--- src/hdl/crpe_pkg.sv ---
// ----------------------------------------------------------------------------
// crpe_pkg: shared types and constants of the clipped raster primitive engine
// command and pixel transaction types, op codes, and the queued work entry
// ----------------------------------------------------------------------------
`default_nettype none

package crpe_pkg;

  localparam int MAX_DIM    = 4096;
  localparam int PIXEL_BITS = 32;
  localparam int DIM_W      = 13;
  localparam int CRD_W      = 18;
  localparam int ADDR_W     = 24;

  localparam logic [2:0] OP_ADVANCE   = 3'd0;
  localparam logic [2:0] OP_PIXEL     = 3'd1;
  localparam logic [2:0] OP_HLINE     = 3'd2;
  localparam logic [2:0] OP_VLINE     = 3'd3;
  localparam logic [2:0] OP_OUTLINE   = 3'd4;
  localparam logic [2:0] OP_FILL_RECT = 3'd5;
  localparam logic [2:0] OP_FILL_SURF = 3'd6;
  localparam logic [2:0] OP_NONE      = 3'd7;

  typedef logic signed [CRD_W-1:0] crd_t;
  typedef logic [DIM_W-1:0]        dim_t;

  typedef struct packed {
    logic [2:0]         op;
    logic signed [15:0] pos_x;
    logic signed [15:0] pos_y;
    logic signed [15:0] size_w;
    logic signed [15:0] size_h;
    logic [31:0]        color_word;
  } cmd_item_t;

  typedef struct packed {
    logic [23:0] pixel_address;
    logic [31:0] pixel_value;
    logic        last_pixel;
  } pix_item_t;

  // effective surface size, clamped
  typedef struct packed {
    dim_t width;
    dim_t height;
  } surf_t;

  // unclipped bounds of a primitive, half-open, plus the edge offsets
  typedef struct packed {
    crd_t x_lo;
    crd_t x_lo_p1;
    crd_t x_hi_m1;
    crd_t x_hi;
    crd_t y_lo;
    crd_t y_lo_p1;
    crd_t y_hi_m1;
    crd_t y_hi;
  } geom_t;

  typedef struct packed {
    logic                  advance;
    logic [2:0]            mode;
    logic                  size_ok;
    logic [PIXEL_BITS-1:0] color;
    geom_t                 geom;
  } work_t;

endpackage

`default_nettype wire

--- src/hdl/clipped_raster_primitive_engine.sv ---
// ----------------------------------------------------------------------------
// clipped_raster_primitive_engine: 2d rectangle fill and line blitter
// clips draw commands to the surface and walks them out as framebuffer writes
// ----------------------------------------------------------------------------
//
//  channel   direction  handshake                  content
//  cmd       in         cmd_valid / cmd_ready      op, position, size, colour
//  pix       out        pix_valid / pix_ready      address, value, last flag
//  apb       in         psel / penable / pready    surface width and height
//
// one transaction per cycle on cmd and one framebuffer write per cycle on pix
// unless stalled; an advance's write passes a queue slot, then the output register
// the walk forms row times width plus column and the cursor step combinationally
// rst is synchronous; it empties the queue, drops any walk and any pending write
// cmd stalls only when the work queue is full; pix backpressure holds the
// output register and stops the walk without dropping anything
// ----------------------------------------------------------------------------
`default_nettype none

module clipped_raster_primitive_engine #(
  parameter int QUEUE_DEPTH = 4
) (
  input  logic                 clk,
  input  logic                 rst,
  // command transactions
  input  logic                 cmd_valid,
  output logic                 cmd_ready,
  input  crpe_pkg::cmd_item_t  cmd_item,
  // framebuffer write transactions
  output logic                 pix_valid,
  input  logic                 pix_ready,
  output crpe_pkg::pix_item_t  pix_item,
  // register port
  input  logic                 psel,
  input  logic                 penable,
  input  logic                 pwrite,
  input  logic [2:0]           paddr,
  input  logic [31:0]          pwdata,
  output logic [31:0]          prdata,
  output logic                 pready
);
  import crpe_pkg::*;

  // register index, taken from the word address bit
  localparam logic REG_WIDTH  = 1'b0;
  localparam logic REG_HEIGHT = 1'b1;

  localparam dim_t WIDTH_RESET  = dim_t'(640);
  localparam dim_t HEIGHT_RESET = dim_t'(480);

  // configuration registers, raw as written
  dim_t  width_reg;
  dim_t  height_reg;
  surf_t surf;
  logic  reg_write;

  // decode to queue
  logic  q_push;
  work_t q_work_in;
  logic  q_full;

  // queue to walk
  logic  q_pop;
  logic  q_valid;
  work_t q_work_out;

  function automatic dim_t clamp_dim(dim_t r);
    return (r > dim_t'(MAX_DIM)) ? dim_t'(MAX_DIM) : r;
  endfunction

  // ------------------------------------------------------------------------
  // register port: pready held high, written on the access phase
  // ------------------------------------------------------------------------
  assign pready    = 1'b1;
  assign reg_write = psel && penable && pwrite && pready;

  always_ff @(posedge clk) begin
    if (rst) begin
      width_reg  <= WIDTH_RESET;
      height_reg <= HEIGHT_RESET;
    end else if (reg_write) begin
      unique case (paddr[2])
        REG_WIDTH:  width_reg  <= pwdata[DIM_W-1:0];
        REG_HEIGHT: height_reg <= pwdata[DIM_W-1:0];
        default: ;
      endcase
    end
  end

  always_comb begin
    unique case (paddr[2])
      REG_WIDTH:  prdata = 32'(width_reg);
      REG_HEIGHT: prdata = 32'(height_reg);
      default:    prdata = '0;
    endcase
  end

  // the walk sees the clamped size; the raw value stays readable
  assign surf.width  = clamp_dim(width_reg);
  assign surf.height = clamp_dim(height_reg);

  // ------------------------------------------------------------------------
  // front: decode and bound forming, no state of its own
  // ------------------------------------------------------------------------
  crpe_front u_front (
    .cmd_valid (cmd_valid),
    .cmd_ready (cmd_ready),
    .cmd_item  (cmd_item),
    .q_full    (q_full),
    .q_push    (q_push),
    .q_work    (q_work_in)
  );

  // ------------------------------------------------------------------------
  // queue: lets decode run ahead while the walk waits on pix_ready
  // ------------------------------------------------------------------------
  crpe_queue #(
    .DEPTH (QUEUE_DEPTH)
  ) u_queue (
    .clk       (clk),
    .rst       (rst),
    .push      (q_push),
    .push_data (q_work_in),
    .full      (q_full),
    .pop       (q_pop),
    .valid     (q_valid),
    .pop_data  (q_work_out)
  );

  // ------------------------------------------------------------------------
  // back: clip, walk and emit; unless pix stalls, one queue entry per cycle
  // ------------------------------------------------------------------------
  crpe_back u_back (
    .clk       (clk),
    .rst       (rst),
    .q_valid   (q_valid),
    .q_work    (q_work_out),
    .q_pop     (q_pop),
    .surf      (surf),
    .pix_valid (pix_valid),
    .pix_ready (pix_ready),
    .pix_item  (pix_item)
  );

  // ------------------------------------------------------------------------
  // checks
  // ------------------------------------------------------------------------

  // a write only appears after the walk took an entry from the queue
  assert property (@(posedge clk) disable iff (rst)
    $rose(pix_valid) |-> $past(q_pop))
    else $error("framebuffer write without a queue entry behind it");

  // a full queue stays full until the walk drains an entry
  assert property (@(posedge clk) disable iff (rst)
    (!cmd_ready && !q_pop) |=> !cmd_ready)
    else $error("queue space appeared without a pop");

  // a pushed entry is visible to the walk on the next cycle
  assert property (@(posedge clk) disable iff (rst)
    (q_push && !q_pop) |=> q_valid)
    else $error("pushed entry lost in the queue");

  // the walk never pops an empty queue
  assert property (@(posedge clk) disable iff (rst)
    q_pop |-> q_valid)
    else $error("pop from an empty queue");

endmodule

`default_nettype wire

--- src/hdl/crpe_front.sv ---
// ----------------------------------------------------------------------------
// crpe_front: command decode
// accepts command transactions, drops meaningless ops, forms the unclipped
// bounds of the primitive and the size check, and pushes the work entry
// ----------------------------------------------------------------------------
`default_nettype none

module crpe_front (
  input  logic                 cmd_valid,
  output logic                 cmd_ready,
  input  crpe_pkg::cmd_item_t  cmd_item,
  input  logic                 q_full,
  output logic                 q_push,
  output crpe_pkg::work_t      q_work
);
  import crpe_pkg::*;

  localparam crd_t CRD_ONE = crd_t'(1);
  localparam crd_t CRD_BIG = {1'b0, {(CRD_W-1){1'b1}}};

  crd_t  x, y, w, h;
  crd_t  x_p1, y_p1, x_end, y_end;
  logic  w_pos, h_pos;
  geom_t g;

  assign cmd_ready = !q_full;
  assign q_push    = cmd_valid && cmd_ready && (cmd_item.op != OP_NONE);

  always_comb begin
    x     = crd_t'(cmd_item.pos_x);
    y     = crd_t'(cmd_item.pos_y);
    w     = crd_t'(cmd_item.size_w);
    h     = crd_t'(cmd_item.size_h);
    x_p1  = x + CRD_ONE;
    y_p1  = y + CRD_ONE;
    x_end = x + w;
    y_end = y + h;
    w_pos = !cmd_item.size_w[15] && (cmd_item.size_w != '0);
    h_pos = !cmd_item.size_h[15] && (cmd_item.size_h != '0);

    g.x_lo    = x;
    g.x_lo_p1 = x_p1;
    g.x_hi_m1 = x + w - CRD_ONE;
    g.x_hi    = x_end;
    g.y_lo    = y;
    g.y_lo_p1 = y_p1;
    g.y_hi_m1 = y + h - CRD_ONE;
    g.y_hi    = y_end;

    q_work.size_ok = 1'b1;
    unique case (cmd_item.op)
      OP_PIXEL: begin
        g.x_hi = x_p1;
        g.y_hi = y_p1;
      end
      OP_HLINE: begin
        g.y_hi         = y_p1;
        q_work.size_ok = w_pos;
      end
      OP_VLINE: begin
        g.x_hi         = x_p1;
        q_work.size_ok = h_pos;
      end
      OP_OUTLINE: begin
        q_work.size_ok = w_pos && h_pos;
      end
      OP_FILL_SURF: begin
        // clipping to the surface trims this to the whole surface
        g.x_lo = '0;
        g.y_lo = '0;
        g.x_hi = CRD_BIG;
        g.y_hi = CRD_BIG;
      end
      default: ;
    endcase

    q_work.advance = (cmd_item.op == OP_ADVANCE);
    q_work.mode    = cmd_item.op;
    q_work.color   = cmd_item.color_word[PIXEL_BITS-1:0];
    q_work.geom    = g;
  end

endmodule

`default_nettype wire

--- src/hdl/crpe_queue.sv ---
// ----------------------------------------------------------------------------
// crpe_queue: work queue between decode and raster walk
// small register fifo with a registered fill level
// ----------------------------------------------------------------------------
`default_nettype none

module crpe_queue #(
  parameter int DEPTH = 4
) (
  input  logic             clk,
  input  logic             rst,
  input  logic             push,
  input  crpe_pkg::work_t  push_data,
  output logic             full,
  input  logic             pop,
  output logic             valid,
  output crpe_pkg::work_t  pop_data
);
  import crpe_pkg::*;

  localparam int PTR_W = (DEPTH > 1) ? $clog2(DEPTH) : 1;
  localparam int CNT_W = $clog2(DEPTH + 1);

  work_t            slots [DEPTH];
  logic [PTR_W-1:0] wr_ptr, rd_ptr;
  logic [CNT_W-1:0] level;

  function automatic logic [PTR_W-1:0] ptr_step(logic [PTR_W-1:0] p);
    return (p == PTR_W'(DEPTH - 1)) ? '0 : p + 1'b1;
  endfunction

  assign full     = (level == CNT_W'(DEPTH));
  assign valid    = (level != '0);
  assign pop_data = slots[rd_ptr];

  always_ff @(posedge clk) begin
    if (rst) begin
      wr_ptr <= '0;
      rd_ptr <= '0;
      level  <= '0;
    end else begin
      if (push) wr_ptr <= ptr_step(wr_ptr);
      if (pop)  rd_ptr <= ptr_step(rd_ptr);
      if (push && !pop)      level <= level + 1'b1;
      else if (pop && !push) level <= level - 1'b1;
    end
  end

  always_ff @(posedge clk) begin
    if (push) slots[wr_ptr] <= push_data;
  end

endmodule

`default_nettype wire

--- src/hdl/crpe_back.sv ---
// ----------------------------------------------------------------------------
// crpe_back: raster walk
// arms a clipped walk on a command taken while idle, emits one framebuffer
// write per advance, steps the outline edges and holds the result in an output register
// ----------------------------------------------------------------------------
`default_nettype none

module crpe_back (
  input  logic                 clk,
  input  logic                 rst,
  input  logic                 q_valid,
  input  crpe_pkg::work_t      q_work,
  output logic                 q_pop,
  input  crpe_pkg::surf_t      surf,
  output logic                 pix_valid,
  input  logic                 pix_ready,
  output crpe_pkg::pix_item_t  pix_item
);
  import crpe_pkg::*;

  localparam logic [1:0] PH_TOP    = 2'd0;
  localparam logic [1:0] PH_BOTTOM = 2'd1;
  localparam logic [1:0] PH_LEFT   = 2'd2;
  localparam logic [1:0] PH_RIGHT  = 2'd3;

  typedef struct packed {
    crd_t x0;
    crd_t x1;
    crd_t y0;
    crd_t y1;
  } box_t;

  typedef struct packed {
    logic nonempty;
    dim_t c0;
    dim_t c1;
    dim_t r0;
    dim_t r1;
  } span_t;

  function automatic box_t edge_box(geom_t g, logic outline, logic [1:0] p);
    box_t b;
    b.x0 = g.x_lo;
    b.x1 = g.x_hi;
    b.y0 = g.y_lo;
    b.y1 = g.y_hi;
    if (outline) begin
      case (p)
        PH_TOP:    b.y1 = g.y_lo_p1;
        PH_BOTTOM: b.y0 = g.y_hi_m1;
        PH_LEFT:   b.x1 = g.x_lo_p1;
        default:   b.x0 = g.x_hi_m1;
      endcase
    end
    return b;
  endfunction

  function automatic span_t clip_box(box_t b, surf_t s);
    crd_t  ws, hs, c0, c1, r0, r1;
    span_t r;
    ws = {{(CRD_W-DIM_W){1'b0}}, s.width};
    hs = {{(CRD_W-DIM_W){1'b0}}, s.height};
    c0 = b.x0[CRD_W-1] ? '0 : b.x0;
    r0 = b.y0[CRD_W-1] ? '0 : b.y0;
    c1 = (b.x1 < ws) ? b.x1 : ws;
    r1 = (b.y1 < hs) ? b.y1 : hs;
    r.nonempty = (c0 < c1) && (r0 < r1);
    r.c0 = c0[DIM_W-1:0];
    r.c1 = c1[DIM_W-1:0];
    r.r0 = r0[DIM_W-1:0];
    r.r1 = r1[DIM_W-1:0];
    return r;
  endfunction

  // walk state
  logic                  busy;
  logic                  outline_mode;
  logic [1:0]            outline_phase;
  dim_t                  cursor_col, cursor_row, col_first, col_limit, row_limit;
  geom_t                 geom;
  logic [PIXEL_BITS-1:0] pen_color;

  logic                  take, load_cmd, emit;
  geom_t                 src_geom;
  logic                  src_outline;
  logic [1:0]            start_phase;
  span_t                 spans [4];
  logic                  found;
  logic [1:0]            sel_phase;
  span_t                 sel_span;
  logic [DIM_W:0]        col_inc, row_inc;
  logic                  col_wrap, row_wrap, next_edge, more;
  logic [2*DIM_W-1:0]    row_base;
  logic [ADDR_W-1:0]     addr;

  assign take     = q_valid && (!pix_valid || pix_ready);
  assign q_pop    = take;
  assign load_cmd = take && !q_work.advance && !busy;
  assign emit     = take && q_work.advance && busy;

  // edge search: on a command from the queue entry, otherwise from the saved primitive
  always_comb begin
    src_geom    = load_cmd ? q_work.geom : geom;
    src_outline = load_cmd ? (q_work.mode == OP_OUTLINE) : outline_mode;
    start_phase = load_cmd ? PH_TOP : outline_phase + 1'b1;
    for (int p = 0; p < 4; p++) begin
      spans[p] = clip_box(edge_box(src_geom, src_outline, 2'(p)), surf);
    end
    found     = 1'b0;
    sel_phase = PH_TOP;
    sel_span  = spans[0];
    for (int p = 3; p >= 0; p--) begin
      if (spans[p].nonempty && (2'(p) >= start_phase)) begin
        found     = 1'b1;
        sel_phase = 2'(p);
        sel_span  = spans[p];
      end
    end
  end

  always_comb begin
    col_inc   = {1'b0, cursor_col} + 1'b1;
    row_inc   = {1'b0, cursor_row} + 1'b1;
    col_wrap  = (col_inc >= {1'b0, col_limit});
    row_wrap  = col_wrap && (row_inc >= {1'b0, row_limit});
    next_edge = row_wrap && outline_mode && (outline_phase != PH_RIGHT);
    more      = !row_wrap || (next_edge && found);
    row_base  = cursor_row * surf.width;
    addr      = ADDR_W'(row_base + (2*DIM_W)'(cursor_col));
  end

  always_ff @(posedge clk) begin
    if (rst) begin
      busy      <= 1'b0;
      pix_valid <= 1'b0;
    end else begin
      if (load_cmd)  busy <= q_work.size_ok && found;
      else if (emit) busy <= more;
      if (emit)           pix_valid <= 1'b1;
      else if (pix_ready) pix_valid <= 1'b0;
    end
  end

  always_ff @(posedge clk) begin
    if (load_cmd) begin
      outline_mode  <= (q_work.mode == OP_OUTLINE);
      geom          <= q_work.geom;
      pen_color     <= q_work.color;
      outline_phase <= sel_phase;
      cursor_col    <= sel_span.c0;
      col_first     <= sel_span.c0;
      col_limit     <= sel_span.c1;
      cursor_row    <= sel_span.r0;
      row_limit     <= sel_span.r1;
    end
    if (emit) begin
      pix_item.pixel_address <= addr;
      pix_item.pixel_value   <= 32'(pen_color);
      pix_item.last_pixel    <= !more;
      if (!col_wrap) begin
        cursor_col <= col_inc[DIM_W-1:0];
      end else if (!row_wrap) begin
        cursor_col <= col_first;
        cursor_row <= row_inc[DIM_W-1:0];
      end else if (next_edge && found) begin
        outline_phase <= sel_phase;
        cursor_col    <= sel_span.c0;
        col_first     <= sel_span.c0;
        col_limit     <= sel_span.c1;
        cursor_row    <= sel_span.r0;
        row_limit     <= sel_span.r1;
      end
    end
  end

endmodule

`default_nettype wire
--- config.mk ---
export PLATFORM = sky130hd
export DESIGN_NAME = clipped_raster_primitive_engine
export DESIGN_NICKNAME = d
export VERILOG_FILES = /design/src/hdl/crpe_pkg.sv /design/src/hdl/clipped_raster_primitive_engine.sv /design/src/hdl/crpe_front.sv /design/src/hdl/crpe_queue.sv /design/src/hdl/crpe_back.sv
export SDC_FILE = /design/constraint.sdc
export NUM_CORES = 2
export LEC_CHECK = 0
export BUFFER_PORTS_ARGS = -buffer_cell sky130_fd_sc_hd__buf_2
export CORE_ASPECT_RATIO = 0.6
export CORE_MARGIN = 2
export CORE_UTILIZATION = 67
export DETAILED_ROUTE_END_ITERATION = 6
export GPL_TIMING_DRIVEN = 1
export PLACE_DENSITY = 0.86
export SLEW_MARGIN = 20
export SYNTH_ARGS = -nofsm -noshare
export SYNTH_HDL_FRONTEND = slang
export SYNTH_SLANG_ARGS = --single-unit
--- constraint.sdc ---
create_clock -name clk -period 27.9 [get_ports clk]
set_clock_uncertainty 0.1 [all_clocks]
set_input_delay 8.37 -clock clk [delete_from_list [all_inputs] [get_ports clk]]
set_output_delay 8.37 -clock clk [all_outputs]
set_load 0.02 [all_outputs]
# ---- Word-level counts from Yosys, hierarchy flattened
# Memory sizes are Yosys's and may differ from the RTL's. A register that Yosys moved wholly into a read port is not among the register bits.
# Index checks and enable logic that the tools add are counted.
dict set report classes {
  n_eq_ne 11
  muxes 78
  n_mul 1
  n_reduce_logical 50
  magnitude_cmp 18
  addsub 14
  bitwise_logic 1
}
# cell count
set op_table {}
lappend op_table {{two-way mux 13 bit} 27}
lappend op_table {{two-way mux 52 bit} 4}
lappend op_table {{two-way mux 18 bit} 10}
lappend op_table {{two-way mux 144 bit} 1}
lappend op_table {{less-than comparator 18 bit} 6}
lappend op_table {{two-way mux 17 bit} 5}
lappend op_table {{less-than comparator 18 x 14 -> 1 bit} 4}
lappend op_table {{one-hot mux 18 bit (2 select lines)} 2}
lappend op_table {{one-hot mux 32 bit (2 select lines)} 1}
lappend op_table {{subtractor 18 x 2 -> 18 bit (second input constant)} 2}
lappend op_table {{adder 16 x 16 -> 17 bit} 2}
lappend op_table {{adder 16 x 2 -> 17 bit (second input constant)} 2}
lappend op_table {{nonzero test 16 bit} 2}
lappend op_table {{adder 13 x 1 -> 14 bit (second input constant)} 2}
lappend op_table {{>= comparator 14 x 13 -> 1 bit} 2}
lappend op_table {{two-way mux 2 bit} 14}
lappend op_table {{logical AND 1 bit} 27}
lappend op_table {{greater-than comparator 13 bit (second input constant)} 2}
lappend op_table {{adder 24 x 13 -> 24 bit} 1}
lappend op_table {{multiplier 13 x 13 -> 24 bit} 1}
lappend op_table {{equality test 3 bit (second input constant)} 4}
lappend op_table {{two-way mux 1 bit} 11}
lappend op_table {{zero test 1 bit} 10}
lappend op_table {{adder 2 x 1 -> 2 bit (second input constant)} 3}
lappend op_table {{other kinds (18)} 28}
dict set report totals {
  output_inout_bits 92
  word_cells 200
  memories 1
  ff_bits 336
  mem_bits_rw 724
  input_bits 141
}
# memory words width rd rd_clocked_by_memory_dff wr line_no
set memory_table {}
lappend memory_table {u_queue.slots 4 181 1 1 1 crpe_queue.sv:24} ;# work_t slots [DEPTH];

# ---- Logic depth before layout (Yosys ltp)
dict set report logic_depth {
  ltp_word 20
  mapped_depth 43
  ltp_nobuf 33
}

# ---- Cells and area by module
# Synthesis repeated with hierarchy kept, for this count alone.
dict set report hier_totals {
  cells_unflattened 4256
  hier_area_um2 55007.8
}
# mod seq_area_each_um2 instances area_each_um2 cells_each
set by_module_without_submodules {}
lappend by_module_without_submodules {crpe_queue 21921.0 1 26520.4 989}
lappend by_module_without_submodules {crpe_back 6956.7 1 23038.3 2542}
lappend by_module_without_submodules {crpe_front 0.0 1 3857.4 555}
lappend by_module_without_submodules {clipped_raster_primitive_engine 520.5 1 1591.5 170}

# ---- Least setup slack after synthesis
# OpenSTA, ideal clock, no wires.
dict set report synth_timing {
  kind {input to output}
  startpoint {input port paddr[2]}
  endpoint {output port prdata[10]}
  path_stages 3
  t_arrival_ps 9382
  n_path_buf 2
  required_ps 19430
  slack_ps 10048
  cell_sequence {clkbuf_1 > buf_1 > mux2_2}
}
dict set report synth_via {
  elab_chain_cells 2
}
# element line_no
set synth_lines {}
lappend synth_lines {{start: declaration} clipped_raster_primitive_engine.sv:37} ;# input logic [2:0] paddr,
lappend synth_lines {{inverter 1 bit (no line)} n/a}
lappend synth_lines {{one-hot mux 32 bit (2 select lines) (*)} clipped_raster_primitive_engine.sv:91} ;# unique case (paddr[2])
lappend synth_lines {{end: declaration} clipped_raster_primitive_engine.sv:39} ;# output logic [31:0] prdata,
# Every way passes the cells marked *; elsewhere a longest branch is shown, timed or not. The select of a mux whose other input is x is not followed.

# ---- Worst setup path in the final report
dict set report layout_timing {
  startpoint {input port pix_ready}
  endpoint {register u_back.cursor_row[5]}
}
dict set report layout_via {
  elab_chain_cells 19
  word_cells_on_any_way 58
  classes_between {order compare (14); mux (29); reduce/logical (15)}
}
# element line_no
set layout_lines {}
lappend layout_lines {{start: declaration} clipped_raster_primitive_engine.sv:31} ;# input logic pix_ready,
lappend layout_lines {{logical OR 1 bit (*)} crpe_back.sv:96} ;# assign take = q_valid && (!pix_valid || pix_ready);
lappend layout_lines {{logical AND 1 bit (*)} crpe_back.sv:96}
lappend layout_lines {{logical AND 1 bit (2 in a row)} crpe_back.sv:98} ;# assign load_cmd = take && !q_work.advance && !busy;
lappend layout_lines {{two-way mux 144 bit / two-way mux 1 bit (equally long branches)} n/a}
lappend layout_lines {{two-way mux 18 bit, or another cell as far along} crpe_back.sv:47} ;# if (outline) begin
lappend layout_lines {{less-than comparator 18 x 14 -> 1 bit, or another cell as far along} crpe_back.sv:65} ;# c1 = (b.x1 < ws) ? b.x1 : ws;
lappend layout_lines {{two-way mux 18 bit / less-than comparator 18 bit (equally long branches)} {crpe_back.sv:65, crpe_back.sv:67}}
lappend layout_lines {{less-than comparator 18 bit / logical AND 1 bit (equally long branches)} crpe_back.sv:67} ;# r.nonempty = (c0 < c1) && (r0 < r1);
lappend layout_lines {{logical AND 1 bit, on equally long branches} {crpe_back.sv:67, crpe_back.sv:113}}
lappend layout_lines {{logical AND 1 bit / two-way mux 1 bit (equally long branches)} crpe_back.sv:113} ;# if (spans[p].nonempty && (2'(p) >= start_phase)) begin
lappend layout_lines {{two-way mux 52 bit / two-way mux 1 bit (equally long branches) (3 in a row)} crpe_back.sv:113}
lappend layout_lines {{two-way mux 13 bit / logical AND 1 bit (equally long branches)} {crpe_back.sv:145, crpe_back.sv:165}}
lappend layout_lines {{two-way mux 13 bit} crpe_back.sv:165} ;# end else if (next_edge && found) begin
lappend layout_lines {{two-way mux 13 bit} crpe_back.sv:162} ;# end else if (!row_wrap) begin
lappend layout_lines {{two-way mux 13 bit} crpe_back.sv:160} ;# if (!col_wrap) begin
lappend layout_lines {{two-way mux 13 bit (*)} crpe_back.sv:156} ;# if (emit) begin
lappend layout_lines {{end signal: assignment} crpe_back.sv:153} ;# cursor_row <= sel_span.r0;
lappend layout_lines {{end signal: assignment} crpe_back.sv:164} ;# cursor_row <= row_inc[DIM_W-1:0];
lappend layout_lines {{end signal: assignment} crpe_back.sv:170} ;# cursor_row <= sel_span.r0;
lappend layout_lines {{end: declaration} crpe_back.sv:79} ;# dim_t cursor_col, cursor_row, col_first, col_limit, row_limit;
# Every way passes the cells marked *; elsewhere a longest branch is shown, timed or not.
# A chain may end at the register's enable or synchronous reset.

==> impl_metrics.csv <==
group,metric,value,unit
status,status,"complete, no violations",
route,ant_nets,0,
cts,cts_resized,0,
floorplanning,die_w,368.0,µm
sta,fin_hold_ws,317.3,ps
worst_setup_path,critPathTopFamily,"compound AO/OA/AOI/OAI gates",
route,dr.pass1.iters,7,
worst_setup_path,start_kind,"primary input",
sta,period_share,0.6578,
logic_synthesis,ys_types,97,
power,swShare,0.4303,
route,num_vias,36493,
power,share_comb_of_total_power,0.512,
cts,ctsHoldBuffers,0,
cts,path_clk_slew,60,ps
sta,period_needed,18350,ps
global_route,grt_overflow_total,0,
route,drc,0,
route,routedWlPerCell,26.37,µm
route,drt_iter0_markers,5664,
worst_setup_path,path_max_fanout,71,
worst_setup_path,cp_data_arrival_time,18800,ps
power,internal-power,4035,µW
power,seqPwrFrac,0.306,
layout,drive_above_1_share,0.1486,
logic_synthesis,async_flop_share,0,
sta,rsz0062_at_grt,"false",
layout,num-nets-final,4969,
placed_design,port_buffers,191,
power,ir_drop,0.1054,mV
power,clkPwrFrac,0.182,
worst_setup_path,crit_buf_inv,7,
logic_synthesis,ys_ff_latch,1038,
sta,setup_viol,0,
global_route,grt_pass1_vias,35693,
worst_hold_path,min_path_type,"register to register",
sta,relSlewSlack,0.2474,
cts,post-cts-setup-buffer-count,0,
global_route,grt_max_degree,145,
worst_setup_path,end_kind,"register",
global_route,track_usage,0.3554,
layout,final_common_cell,"edfxtp_1",
cts,cts_tree,"done",
cts,h-tree-depth,3,
worst_setup_path,required,28350,ps
layout,final_cell_mix,"edfxtp_1 (789), nand2_1 (565), inv_1 (351)",
worst_setup_path,critPathKind,"primary input to register",
cts,cts_buffer_depth,3,
layout,largest_reg_flops,700,
worst_setup_path,cp-startpoint,"pix_ready",
placed_design,hpwl,96180,µm
floorplanning,coreArea,79080,µm²
power,power_density,121.7,nW/µm²
worst_setup_path,crit_slowest_cell,"or4_4",
run,maxCapViolations,0,
logic_synthesis,synth_area,53250,µm²
global_route,grt_antenna_before_repair,6,
sta,final_hold_viol_count,0,
cts,clock_latency,750,ps
sta,worstMarginPinSlew,1129,ps
route,wl,146200,µm
power,power,7082,µW
route,vias_per_cell,6.582,
layout,syn2layout_area_growth,9.305,%
layout,top_register,"u_queue.slots",
sta,finalSetupTns,0,ps
cts,cts-root-buf,"clkbuf_16",
placed_design,gp_congestion,0.9927,
layout,top_regs,"u_queue.slots x700, u_back.geom x144, u_back.pix_item x57",
logic_synthesis,synth_edf_count,789,
logic_synthesis,syn_inst,4241,
worst_hold_path,hp-start,"u_back.pen_color[25]",
floorplanning,start_util,0.6734,
floorplanning,die_area,81820,µm²
cts,cts_sinks,1038,
floorplanning,row_count,80,
logic_synthesis,synth_ff_type,"edfxtp_1",
power,p_leak,0.02281,µW
global_route,grt_pass1_wl,219300,µm
floorplanning,die_h,222.4,µm
worst_setup_path,critPathMaxStageDelay,740,ps
sta,slew_viol_final,0,
logic_synthesis,yosysSeqAreaShare,0.5386,
sta,max_freq,54.49,MHz
cts,cts_buffers,91,
power,switching_power,3047,µW
logic_synthesis,yosysWarnings,0,
floorplanning,ios,233,
logic_synthesis,synth_area_per_cell,12.56,µm²
## stage by stage
stage | area [µm²] | instances | setup WS (ps) | utilization
5_1_grt | 58200 | 5542 | 8847 | 0.7360
3_5_place_dp | 55140 | 5370 | 9218 | 0.6973
2_1_floorplan | 53320 | 4259 | 10050 | -
4_1_cts | 58170 | 5541 | 9865 | 0.7356
6_report | 58200 | 5544 | 9547 | 0.7360
3_3_place_gp | 55140 | 5370 | 9291 | 0.6973
## per-layer routing
metal	part of all wire	GRT usage	wire, µm
met1	0.40	0.5267	57930
met2	0.44	0.5148	64180
met3	0.14	0.1030	19790
met4	0.029	0.1045	4253
met5	0.00033	0	48
## cell usage after synthesis, drive strengths merged, types with 8 or more instances
library cell / instances / area [µm²]
and2: 63 / 396.6
nor4: 10 / 62.56
mux4: 168 / 3784
nand3: 53 / 270.3
edfxtp: 789 / 23690
nor3b: 10 / 80.07
o21bai: 11 / 82.58
o32a: 10 / 100.1
o21a: 20 / 150.1
o21ai: 129 / 656.9
o211ai: 25 / 192.7
a211oi: 18 / 157.7
buf: 83 / 498.0
xor2: 39 / 341.6
nand2: 565 / 2121
clkbuf: 109 / 409.1
dfxtp: 249 / 4985
ha: 298 / 3729
nor2: 244 / 918.4
nor2b: 38 / 237.7
a21o: 58 / 435.4
a2111oi: 12 / 105.1
mux2: 50 / 563.0
or2: 18 / 112.6
nand2b: 16 / 100.1
and3: 20 / 125.1
a21oi: 177 / 927.1
nor3: 44 / 225.2
a22oi: 15 / 112.6
nand4: 31 / 193.9
a211o: 8 / 70.07
or3: 15 / 93.84
inv: 354 / 1329
a31oi: 16 / 100.1
fa: 132 / 2643
o221ai: 22 / 255.2
mux2i: 123 / 1231
nand3b: 11 / 82.58
xnor2: 87 / 762.0
## power by group through the flow
stage | Sequential (µW) | Combinational, µW | Clock [µW]
2_1_floorplan | 2110 | 2560 | 0
3_3_place_gp | 2160 | 3360 | 0
3_5_place_dp | 2180 | 3440 | 0
4_1_cts | 2160 | 3510 | 1290
5_1_grt | 2180 | 3910 | 1350
6_report | 2170 | 3630 | 1290
## cell type report
cell class / count / area [µm²]
tap: 1066 / 1334
multi-input combinational: 2672 / 22430
timing repair buffer: 238 / 1379
sequential: 1038 / 28690
clock buffer: 128 / 2507
inverter: 357 / 1348
fill: 4882 / 20870
antenna: 2 / 5.005
clock inverter: 43 / 520.5
## path summary, 6_finish.rpt
check / end / slack, ps / cells after the start
worst max-delay path: u_back.cursor_row[5] / 9550 / 36
worst max register to register: u_back.cursor_row[5] / 16260 / 34
worst min register to register: u_back.pix_item[26] / 320 / 0
worst min-delay path: u_back.pix_item[26] / 320 / 0
## cell families (layout without fill, tap and decap cells)
kind of cell,after synthesis,count (layout),synth area share
DFF,1038,1038,0.5386
and+or+nand+nor,1165,1165,0.09883
AOI/OAI and AO/OA,590,590,0.07505
adders and majority gates,430,430,0.1196
muxes,341,341,0.1048
xor gates and xnor gates,126,126,0.02072
buffers and inverters,549,766,0.04230
other,2,22,0.0001410
(Power assumes the default switching activity.)
